`src/rtl/core/bbc_pkg.sv`:
```
// bracket balance checker package: character codes, status codes, result type
// and bracket decode functions; no dependencies
`default_nettype none

package bbc_pkg;

  localparam int STACK_DEPTH_DEF = 4096;
  localparam int CHAR_W          = 8;
  localparam int DEPTH_W         = 13;

  localparam logic [CHAR_W-1:0] CH_OPEN_PAREN  = 8'h28;  // (
  localparam logic [CHAR_W-1:0] CH_CLOSE_PAREN = 8'h29;  // )
  localparam logic [CHAR_W-1:0] CH_OPEN_BRACE  = 8'h7B;  // {
  localparam logic [CHAR_W-1:0] CH_CLOSE_BRACE = 8'h7D;  // }
  localparam logic [CHAR_W-1:0] CH_OPEN_SQ     = 8'h5B;  // [
  localparam logic [CHAR_W-1:0] CH_CLOSE_SQ    = 8'h5D;  // ]
  localparam logic [CHAR_W-1:0] CH_OPEN_ANGLE  = 8'h3C;  // <
  localparam logic [CHAR_W-1:0] CH_CLOSE_ANGLE = 8'h3E;  // >

  typedef logic [1:0] bbc_kind_t;

  localparam bbc_kind_t KIND_PAREN = 2'd0;
  localparam bbc_kind_t KIND_BRACE = 2'd1;
  localparam bbc_kind_t KIND_SQ    = 2'd2;
  localparam bbc_kind_t KIND_ANGLE = 2'd3;

  typedef enum logic [2:0] {
    ST_RUNNING     = 3'd0,
    ST_BALANCED    = 3'd1,
    ST_MISMATCH    = 3'd2,
    ST_EMPTY_CLOSE = 3'd3,
    ST_OVERFLOW    = 3'd4,
    ST_UNCLOSED    = 3'd5
  } bbc_status_t;

  typedef struct packed {
    logic      hit;
    bbc_kind_t kind;
  } bbc_decode_t;

  typedef struct packed {
    bbc_status_t        check_status;
    logic               stream_done;
    logic [DEPTH_W-1:0] nest_depth;
  } bbc_result_t;

  function automatic bbc_decode_t open_kind(input logic [CHAR_W-1:0] c);
    bbc_decode_t d;
    d.hit  = 1'b1;
    d.kind = KIND_PAREN;
    case (c)
      CH_OPEN_PAREN: d.kind = KIND_PAREN;
      CH_OPEN_BRACE: d.kind = KIND_BRACE;
      CH_OPEN_SQ:    d.kind = KIND_SQ;
      CH_OPEN_ANGLE: d.kind = KIND_ANGLE;
      default:       d.hit  = 1'b0;
    endcase
    return d;
  endfunction

  function automatic bbc_decode_t close_kind(input logic [CHAR_W-1:0] c);
    bbc_decode_t d;
    d.hit  = 1'b1;
    d.kind = KIND_PAREN;
    case (c)
      CH_CLOSE_PAREN: d.kind = KIND_PAREN;
      CH_CLOSE_BRACE: d.kind = KIND_BRACE;
      CH_CLOSE_SQ:    d.kind = KIND_SQ;
      CH_CLOSE_ANGLE: d.kind = KIND_ANGLE;
      default:        d.hit  = 1'b0;
    endcase
    return d;
  endfunction

endpackage

`default_nettype wire

```
`src/rtl/core/bbc_if.sv`:
```
// valid/ready channel interfaces for the character input and the result output
// depends on bbc_pkg
`default_nettype none


interface bbc_out_if
  import bbc_pkg::*;
();
  logic               valid;
  logic               ready;
  logic [2:0]         check_status;
  logic               stream_done;
  logic [DEPTH_W-1:0] nest_depth;

  modport source (output valid, output check_status, output stream_done,
                  output nest_depth, input ready);
  modport sink   (input valid, input check_status, input stream_done,
                  input nest_depth, output ready);
endinterface

`default_nettype wire

```
`src/rtl/core/bbc_out_reg.sv`:
```
// result output register: takes a new result whenever the slot is empty or drained
// depends on bbc_pkg and bbc_if
`default_nettype none

module bbc_out_reg
  import bbc_pkg::*;
(
  input  wire logic        clk,
  input  wire logic        rst,
  input  wire logic        res_valid,
  input  wire bbc_result_t res_data,
  output logic             res_ready,
  bbc_out_if.source        out_ch
);

  logic        valid;
  bbc_result_t data;

  assign res_ready = !valid || out_ch.ready;

  always_ff @(posedge clk) begin
    if (rst) begin
      valid <= 1'b0;
    end else if (res_ready) begin
      valid <= res_valid;
    end
  end

  always_ff @(posedge clk) begin
    if (res_ready && res_valid) begin
      data <= res_data;
    end
  end

  assign out_ch.valid        = valid;
  assign out_ch.check_status = data.check_status;
  assign out_ch.stream_done  = data.stream_done;
  assign out_ch.nest_depth   = data.nest_depth;

endmodule

`default_nettype wire

```
`src/flat_wrapper.sv`:
```
// flat-port wrapper written by rule: the top's interface ports become plain ports
module bbc_out_reg_flat import bbc_pkg::*;
  (clk, rst, res_valid, res_data, res_ready, out_ch_valid, out_ch_check_status, out_ch_stream_done, out_ch_nest_depth, out_ch_ready);
  bbc_out_if out_ch_i ();
  input  wire logic clk;
  input  wire logic rst;
  input  wire logic res_valid;
  input  wire bbc_result_t res_data;
  output logic res_ready;
  output wire logic [$bits(out_ch_i.valid)-1:0] out_ch_valid;
  output wire logic [$bits(out_ch_i.check_status)-1:0] out_ch_check_status;
  output wire logic [$bits(out_ch_i.stream_done)-1:0] out_ch_stream_done;
  output wire logic [$bits(out_ch_i.nest_depth)-1:0] out_ch_nest_depth;
  input wire logic [$bits(out_ch_i.ready)-1:0] out_ch_ready;
  assign out_ch_valid = out_ch_i.valid;
  assign out_ch_check_status = out_ch_i.check_status;
  assign out_ch_stream_done = out_ch_i.stream_done;
  assign out_ch_nest_depth = out_ch_i.nest_depth;
  assign out_ch_i.ready = out_ch_ready;
  bbc_out_reg u_core (.clk(clk), .rst(rst), .res_valid(res_valid), .res_data(res_data), .res_ready(res_ready), .out_ch(out_ch_i));
endmodule
```
`config.mk`:
```
export PLATFORM = sky130hd
export DESIGN_NAME = bbc_out_reg_flat
export DESIGN_NICKNAME = d
export VERILOG_FILES = /design/src/rtl/core/bbc_pkg.sv /design/src/rtl/core/bbc_if.sv /design/src/rtl/core/bbc_out_reg.sv /design/src/flat_wrapper.sv
export SDC_FILE = /design/constraint.sdc
export NUM_CORES = 1
export LEC_CHECK = 0
export ABC_AREA = 1
export BUFFER_PORTS_ARGS = -buffer_cell sky130_fd_sc_hd__buf_2
export CORE_MARGIN = 2
export CORE_UTILIZATION = 30
export CTS_CLUSTER_SIZE = 40
export DETAILED_ROUTE_END_ITERATION = 16
export PLACE_DENSITY = 0.69
export SYNTH_ARGS = -nofsm -noshare
export SYNTH_HDL_FRONTEND = slang
export SYNTH_SLANG_ARGS = --single-unit
export TNS_END_PERCENT = 5
```
`constraint.sdc`:
```
create_clock -name clk -period 1.75 [get_ports clk]
set_input_delay 0.2625 -clock clk [delete_from_list [all_inputs] [get_ports clk]]
set_output_delay 0.2625 -clock clk [all_outputs]
set_load 0.1 [all_outputs]
```
Word level (Yosys, flattened, before mapping)
Cells that the tools add are included.
- ROM bits: 0
- word-level logic and storage cells: 7
- input bits: 21
- output and inout port bits: 19
- bits in registers: 18
- bits in latches: 0
- memories kept: 0
- memory bits (writable): 0
- mux-type cells: 0
- shift operators: 0
- reduce and logical (&&, ||, !) cells: 3
- $add $sub $neg: 0
- divide/modulo/power cells: 0
- multiply operators: 0
- bitwise operators: 0
- order comparisons: 0
- eq/ne operators: 0
- operators by type and width (kind ; number):
    $logic_and A1 B1 Y1 ; 1
    $logic_not A1 Y1 ; 1
    $logic_or A1 B1 Y1 ; 1

Longest topological paths before layout
Gate-level depths: netlist (run 1).
- depth after elaboration: 3
- depth in mapped cells: 3
- mapped depth without buffers: 3

Least setup slack after synthesis (run 1)
OpenSTA, ideal clock, no wires.
- kind: register -> register
- start point: reg u_core.valid, in the netlist u_core.out_ch.valid
- end point: reg u_core.data, in the netlist u_core.out_ch.check_status[0] (enable)
- required time: 1.353 ns
- path slack: -0.348 ns
- path buffers: 0
- arrival time: 1.702 ns
- stages on the path, launching flop included: 2
- library setup time: 0.397 ns
- period minus slack after synthesis: 2.098 ns
- cells stage by stage: dfxtp_1 -> a21oi_1
- word-level cells in the longest chain between the ends: 3
- ends and longest elaborated chain (item ; line ; text):
    from (decl) ; bbc_out_reg.sv:16 ; logic valid;
    from (signal assigned) ; bbc_out_reg.sv:25 ; valid <= res_valid;
    $logic_not A1 Y1 ; bbc_out_reg.sv:19 ; assign res_ready = !valid || out_ch.ready;
    $logic_or A1 B1 Y1 ; bbc_out_reg.sv:19 ;
    $logic_and A1 B1 Y1 ; bbc_out_reg.sv:30 ; if (res_ready && res_valid) begin
    to (signal assigned) ; bbc_out_reg.sv:31 ; data <= res_data;
    to (decl) ; bbc_out_reg.sv:17 ; bbc_result_t data;
No other way between the ends.
A chain may end at the register's enable or synchronous reset.

Final worst setup path (run 1)
- start point: reg u_core.valid, in the netlist u_core.out_ch.valid
- end point: out res_ready
- word-level cells in the longest chain between the ends: 2
- ends and longest elaborated chain (item ; line ; text):
    $logic_not A1 Y1 ; bbc_out_reg.sv:19 ;
    $logic_or A1 B1 Y1 ; bbc_out_reg.sv:19 ;
    to (decl) ; flat_wrapper.sv:9 ; output logic res_ready;
No other way between the ends.

==> results of run 1 <==
==> worst max-delay path by stage <==
stage,slack (ns),cells after the start,startpoint,to
finish,0.34,2,u_core.out_ch.valid,res_ready
global placement,0.63,4,out_ch_ready,res_ready
global route,0.30,2,u_core.out_ch.valid,res_ready
floorplan,-0.11,2,u_core.out_ch.valid,u_core.out_ch.valid
detailed placement,0.62,4,out_ch_ready,res_ready
CTS,0.32,2,u_core.out_ch.valid,res_ready
==> registers in the layout (all words and copies together) (netlist names) <==
signal                      count
u_core.out_ch.valid             1
u_core.out_ch.stream_done       1
u_core.out_ch.nest_depth       13
u_core.out_ch.check_status      3
==> power by group through the flow <==
| stage | Sequential, W | Clock [W] | Combinational, W |
|---|---|---|---|
| 2_1_floorplan | 0.000695 | 0 | 0.0000202 |
| 3_3_place_gp | 0.000516 | 0 | 0.000245 |
| 3_5_place_dp | 0.000517 | 0 | 0.000247 |
| 4_1_cts | 0.000507 | 0.000254 | 0.000247 |
| 5_1_grt | 0.000509 | 0.000271 | 0.000253 |
| 6_report | 0.000507 | 0.000241 | 0.000245 |
==> cell usage after synthesis <==
cell      count  area, um^2
edfxtp_1     17         510
a21oi_1       1        5.00
a21oi_2       1        8.76
dfxtp_1       1        20.0
inv_1         1        3.75
inv_2         1        3.75
nand2_2       1        6.26
==> cells by family after synthesis <==
kind of cell	after synthesis	share of synthesized area (%)
and+or+nand+nor	1	1.12
AOI/OAI and AO/OA	2	2.47
buffers and inverters	2	1.34
DFF	18	95.1
==> through the flow <==
stage | worst slack [ns] | total power, W | setup TNS [ns]
after global placement | 0.631 | 0.000760 | 0
final | 0.342 | 0.000993 | 0
after detailed placement | 0.618 | 0.000764 | 0
after CTS | 0.320 | 0.00101 | 0
after global routing | 0.297 | 0.00103 | 0
after floorplan | -0.114 | 0.000715 | -0.189
==> layer usage <==
| layer | vias up | routed length [um] | GRT usage (%) |
|---|---|---|---|
| met3 | 2 | 57 | 3.46 |
| met4 | 0 | 15 | 10.0 |
| met5 | - | 0 | 0 |
| met1 | 167 | 362 | 9.65 |
| li1 | 175 | - | - |
| met2 | 16 | 575 | 16.2 |
==> layout make-up <==
class / count / share of cell area, %
Sequential cell: 18 / 63.8
Inverter: 2 / 0.902
Multi-Input combinational cell: 3 / 2.86
Clock buffer: 4 / 4.36
Timing Repair Buffer: 40 / 24.4
Tap cell: 25 / 3.76
==> critical path, cell delays in order, from the launching register on <==
cell and delay, ns:
dfxtp_1 0.35, nand2_2 0.09, buf_2 0.42
==> results_dict.tcl, run 1 <==
set metrics [dict create \
    die_h_um 47.1 \
    wire_per_inst_um 11.0 \
    num_vias 360 \
    slew_violations 0 \
    peakVddDrop_v 0.000488 \
    fin_cells 92 \
    fp.coreArea_mm2 0.00175 \
    port_buffers 39 \
    ys_ff_latch 18 \
    drt_pass1_iterations 2 \
    drcViolationCount 0 \
    netlist_instances 23 \
    drtIter0Drc 3 \
    drv_cap 0 \
    post-route-period-util_pct 80.5 \
    cp-end-kind "output port" \
    cts_root_buf "clkbuf_4" \
    io_pins 40 \
    worstPathMaxFanout 3 \
    grt_pass1_vias 355 \
    grt_start_max_net_pins 18 \
    finalHoldViolCount 0 \
    vias_per_cell 3.91 \
    r2r_setup_slack_ns 0.70 \
    die-area_mm2 0.00222 \
    yosysSeqAreaShare_pct 95.1 \
    worstHoldStart "rst" \
    numCtsBuffers 3 \
    multiInputGateArea_um2 23.8 \
    start_kind "flop" \
    tightest_slew_ns 0.491 \
    die_w_um 47.1 \
    ys_types 7 \
    required_ns 1.49 \
    postCtsSetupBuffers 0 \
    place_area_um2 796 \
    hpwl_um 806 \
    place_congestion 0.680 \
    antenna_cells 0 \
    power.density_mw_per_mm2 1190 \
    holdPathEnd "u_core.out_ch.valid" \
    final_common_cell "buf_2" \
    pwr-share-comb_pct 24.7 \
    p_leak_nw 0.367 \
    fin_hold_ws_ns 0.122 \
    internal-power_w 0.000662 \
    cts_hold_buf 0 \
    cp_data_arrival_time_ns 1.15 \
    setup_viol 0 \
    hold_path_class "input pin to flop" \
    dp_cells 88 \
    cts.sinks 18 \
    r2r-start "u_core.out_ch.valid" \
    drive_above_1_share_pct 71.6 \
    status "complete, no violations" \
    overflow 0 \
    pwr-share-seq_pct 51.0 \
    final.setup_skew_ns 0.00598 \
    max_freq_mhz 710 \
    clk_latency_ns 0.28 \
    power_switching_w 0.000331 \
    period_minus_slack_ns 1.41 \
    syn_avg_cell_area_um2 24.3 \
    worstSetupPathType "flop to output port" \
    grtUsageTotal_pct 10.0 \
    design_area_um2 832 \
    antenna_found_initial 0 \
    start_util_pct 32.0 \
    rsz0062_at_grt "false" \
    p_clk_share_pct 24.3 \
    grt_pass1_wl_mm 1.40 \
    cts_tree "built" \
    clock_path_buffers 2 \
    final_cell_mix "buf_2, edfxtp_1, clkbuf_4" \
    synth_nets 44 \
    antenna_left 0 \
    p_sw_share_pct 33.3 \
    fillers 164 \
    slew_headroom_pct 67.5 \
    utilization_pct 47.7 \
    netlist_area_um2 558 \
    yosysWarnings 0 \
    hold_depth 2 \
    r2r-end "u_core.out_ch.nest_depth[2]" \
    cts.repair.resized 0 \
    seqCellArea_um2 531 \
    htree_levels 1 \
    nets 89 \
    syn2layout_area_growth_pct 49.1 \
    rows 15 \
    ff2ff_path_depth 2 \
    routed_wl_mm 1.01 \
    clkTransAtPathRegs_ns 0.10 \
]
No activity file was read; power rests on OpenSTA's default activity.
==> run 2, diff against run 1 <==
clock period = 1.5 ns   (was 1.75 ns; I/O delays follow)
==> run 2 against run 1 <==
Net effect:
- final area is 1.1% lower
- via count down 1.4%
- highest routed layer is now met3
- final cell count is the same
- clock power is 3% lower
- critical path type unchanged
- core utilization shrank 0.50 points
- worst hold slack worse by 0.030 ns
- first-iteration DRC count decreased by 67%
- critical path depth stayed put
- sequential power grew 17%
- combinational power is 17% higher
==> results_dict.tcl, run 2 (synthesized netlist as in run 1, its figures left out) <==
set metrics [dict create \
    port_buffers 39 \
    rsz0062_at_grt "false" \
    rows 15 \
    drcViolationCount 0 \
    grtUsageTotal_pct 10.1 \
    grt_start_max_net_pins 18 \
    cts.sinks 18 \
    worstPathMaxFanout 3 \
    drive_above_1_share_pct 71.6 \
    final_common_cell "buf_2" \
    cts_tree "built" \
    design_area_um2 823 \
    worstSetupPathType "flop to output port" \
    postCtsSetupBuffers 0 \
    cp-end-kind "output port" \
    die_h_um 47.1 \
    clkTransAtPathRegs_ns 0.09 \
    syn2layout_area_growth_pct 47.5 \
    numCtsBuffers 3 \
    start_util_pct 32.0 \
    fin_hold_ws_ns 0.0918 \
    worstHoldStart "rst" \
    period_minus_slack_ns 1.35 \
    grt_pass1_vias 320 \
    cts_hold_buf 0 \
    routed_wl_um 973 \
    antenna_found_initial 0 \
    drt_pass1_iterations 2 \
    slew_headroom_pct 67.3 \
    antenna_left 0 \
    die_w_um 47.1 \
    tightest_slew_ns 0.494 \
    post-route-period-util_pct 89.7 \
    antenna_cells 0 \
    place_area_um2 797 \
    cp_data_arrival_time_ns 1.12 \
    nets 89 \
    drv_cap 0 \
    final.setup_skew_ns 0.00119 \
    fillers 168 \
    final_cell_mix "buf_2, edfxtp_1, clkbuf_4" \
    fp.coreArea_mm2 0.00175 \
    htree_levels 1 \
    startpoint "u_core.out_ch.valid" \
    slew_violations 0 \
    finalHoldViolCount 0 \
    finalPower_w 0.00111 \
    p_leak_nw 0.361 \
    cts_root_buf "clkbuf_4" \
    clk_latency_ns 0.28 \
    power.density_mw_per_mm2 1350 \
    largest_reg_flops 13 \
    io_pins 40 \
    final.setup.tns_ns 0 \
    die-area_mm2 0.00222 \
    clock_path_buffers 2 \
    num_vias 355 \
    peakVddDrop_v 0.000534 \
    overflow 0 \
    place_congestion 0.659 \
    grt_pass1_wl_mm 1.39 \
    setup_viol 0 \
    hold_path_class "input pin to flop" \
    max_freq_mhz 743 \
    r2r-start "u_core.out_ch.valid" \
    status "complete, no violations" \
    start_kind "flop" \
    vias_per_cell 3.86 \
    wire_per_inst_um 10.6 \
    cts.repair.resized 0 \
    required_ns 1.27 \
    drtIter0Drc 1 \
]
[run 2: layout make-up]
type | instances | area [um^2] | area share (%)
flip-flops and latches | 18 | 532 | 64.6
repair buffers | 40 | 203 | 24.6
clock buffers | 4 | 26.3 | 3.19
inverters | 2 | 7.51 | 0.912
multi-input cells | 3 | 23.8 | 2.89
well taps | 25 | 31.3 | 3.80
[run 2: power by group]
group / internal [W] / switching (W) / total (W)
sequential: 0.000584 / 0.00000705 / 0.000591
clock: 0.000103 / 0.000130 / 0.000233
combinational: 0.0000417 / 0.000245 / 0.000287
[run 2: path summary, 6_finish.rpt]
path,endpoint,slack [ns],cells after the start
max,res_ready,0.15,2
min,u_core.out_ch.valid,0.09,2
max reg2reg,u_core.out_ch.nest_depth[12],0.49,2
min reg2reg,u_core.out_ch.valid,0.49,2
[run 2: stage by stage]
step	worst slack [ns]	util (%)	std cells
after floorplan	0.0182	-	23
after global placement	0.456	45.7	88
after detailed placement	0.443	45.7	88
after CTS	0.140	47.2	92
after global routing	0.101	47.2	92
final	0.155	47.2	92
[run 2: per-layer routing]
layer / routed length (um) / GRT usage (%)
met2: 496 / 15.1
met3: 94 / 5.00
met1: 382 / 10.8
met5: 0 / 0
met4: 0 / 8.33
[run 2: critical path, cell delays in order, from the launching register on]
cell     delay [ns]
dfxtp_2        0.35
nand2_2        0.07
buf_2          0.42
==> run 3, diff against run 2 <==
BUFFER_PORTS_ARGS = -buffer_cell sky130_fd_sc_hd__buf_4   (was -buffer_cell sky130_fd_sc_hd__buf_2)
==> run 3 against run 2 <==
Net effect:
- die area unchanged
- clock power about the same
- setup slack better by 0.13 ns
- register-to-register slack about the same
- critical path depth unchanged
- flip-flop and latch count unchanged
- largest cell class unchanged
==> results_dict.tcl, run 3 (synthesized netlist as in run 1, its figures left out) <==
set metrics [dict create \
    status "complete, no violations" \
    cp_data_arrival_time_ns 0.99 \
    routed_wl_mm 1.08 \
    die-area_mm2 0.00222 \
    syn2layout_area_growth_pct 65.0 \
    design_area_um2 921 \
    start_kind "flop" \
    grt_pass1_wl_mm 1.52 \
    fp.coreArea_mm2 0.00175 \
    cts_root_buf "clkbuf_4" \
    grt_start_max_net_pins 18 \
    cts.sinks 18 \
    setup_viol 0 \
    clk_latency_ns 0.28 \
    cp.depth 2 \
    cts_tree "built" \
    rsz0062_at_grt "false" \
    place_area_um2 895 \
    power.density_mw_per_mm2 1240 \
    port_buffers 39 \
    period_minus_slack_ns 1.22 \
    final_common_cell "buf_4" \
    slowest_stage "dfxtp_2" \
    vias_per_cell 3.98 \
    p_leak_nw 0.395 \
    overflow 0 \
    hold_depth 2 \
    io_pins 40 \
    tightest_slew_ns 0.287 \
    num_vias 366 \
    final.setup.tns_ns 0 \
    drcViolationCount 0 \
    cts.repair.resized 0 \
    dp_cells 88 \
    required_ns 1.27 \
    cp-end-kind "output port" \
    hold_path_class "input pin to flop" \
    rows 15 \
    antenna_left 0 \
    max_freq_mhz 820 \
    antenna_found_initial 0 \
    drv_cap 0 \
    start_util_pct 32.0 \
    post-route-period-util_pct 81.3 \
    cp_slowest_stage_delay_ns 0.35 \
    htree_levels 1 \
    drtIter0Drc 0 \
    r2r_setup_slack_ns 0.48 \
    postCtsSetupBuffers 0 \
    numCtsBuffers 3 \
    startpoint "u_core.out_ch.valid" \
    die_w_um 47.1 \
    place_congestion 0.662 \
    grtUsageTotal_pct 10.6 \
    ff2ff_path_depth 2 \
    drive_above_1_share_pct 71.6 \
    worstHoldStart "rst" \
    fin_cells 92 \
    antenna_cells 0 \
    nets 89 \
    critPathTopFamily "flip-flops" \
    worstSetupPathType "flop to output port" \
    clock_path_buffers 2 \
    clkTransAtPathRegs_ns 0.09 \
    grt_pass1_vias 385 \
    wire_per_inst_um 11.7 \
    worstPathMaxFanout 3 \
    largest_reg_flops 13 \
    final_cell_mix "buf_4, edfxtp_1, clkbuf_4" \
    slew_headroom_pct 81.0 \
    die_h_um 47.1 \
    crit_chain "nand2_2, buf_4" \
    slew_violations 0 \
    drt_pass1_iterations 1 \
    final.setup_skew_ns 0.00462 \
    finalHoldViolCount 0 \
    r2r-start "u_core.out_ch.valid" \
    path_buf_inv 1 \
    peakVddDrop_v 0.000667 \
    cts_hold_buf 0 \
]
[run 3: cell types whose count changed in the layout (fill, tap and decap cells not counted)]
cell,before,now
buf_4,1,40
clkinv_1,0,1
clkbuf_1,1,0
buf_2,39,0
[run 3: worst reg2reg max path, stage by stage (launching register included)]
cell	delay, ns
dfxtp_2	0.35
a21oi_2	0.12
buf_4	0.25
[run 3: power by group]
| group | leakage (nW) | total [W] | internal, W | switching (W) |
|---|---|---|---|---|
| clock | 0.0154 | 0.000233 | 0.0000965 | 0.000136 |
| sequential | 0.173 | 0.000593 | 0.000584 | 0.00000938 |
| combinational | 0.207 | 0.000319 | 0.0000730 | 0.000246 |
| total | 0.395 | 0.00114 | 0.000753 | 0.000391 |
[run 3: through the flow]
step | utilization [%] | power (W) | hold WS (ns) | setup slack (ns)
final | 52.8 | 0.00114 | 0.0761 | 0.281
after detailed placement | 51.3 | 0.000926 | 0.378 | 0.476
after CTS | 52.8 | 0.00116 | 0.0637 | 0.266
after global placement | 51.3 | 0.000923 | 0.374 | 0.492
after global routing | 52.8 | 0.00119 | 0.0600 | 0.233
after floorplan | - | 0.000835 | 0.280 | 0.0182
[run 3: worst paths after layout]
kind                                   end
min reg2reg            u_core.out_ch.valid
max                              res_ready
min                    u_core.out_ch.valid
max reg2reg  u_core.out_ch.check_status[2]
[run 3: routing by layer]
layer  wire length [um]  up-vias  track usage [%]
li1                   -      175                -
met1                397      166             12.3
met2                570       23             16.7
met3                100        2             2.69
met4                  8        0             8.33
met5                  0        -                0
[run 3: final cells by class]
cell class	instances	area (um^2)
Clock inverter	1	3.75
Inverter	2	7.51
Sequential cell	18	532
Multi-Input combinational cell	3	23.8
Clock buffer	3	22.5
Tap cell	25	31.3
Fill cell	156	825
Timing Repair Buffer	40	300
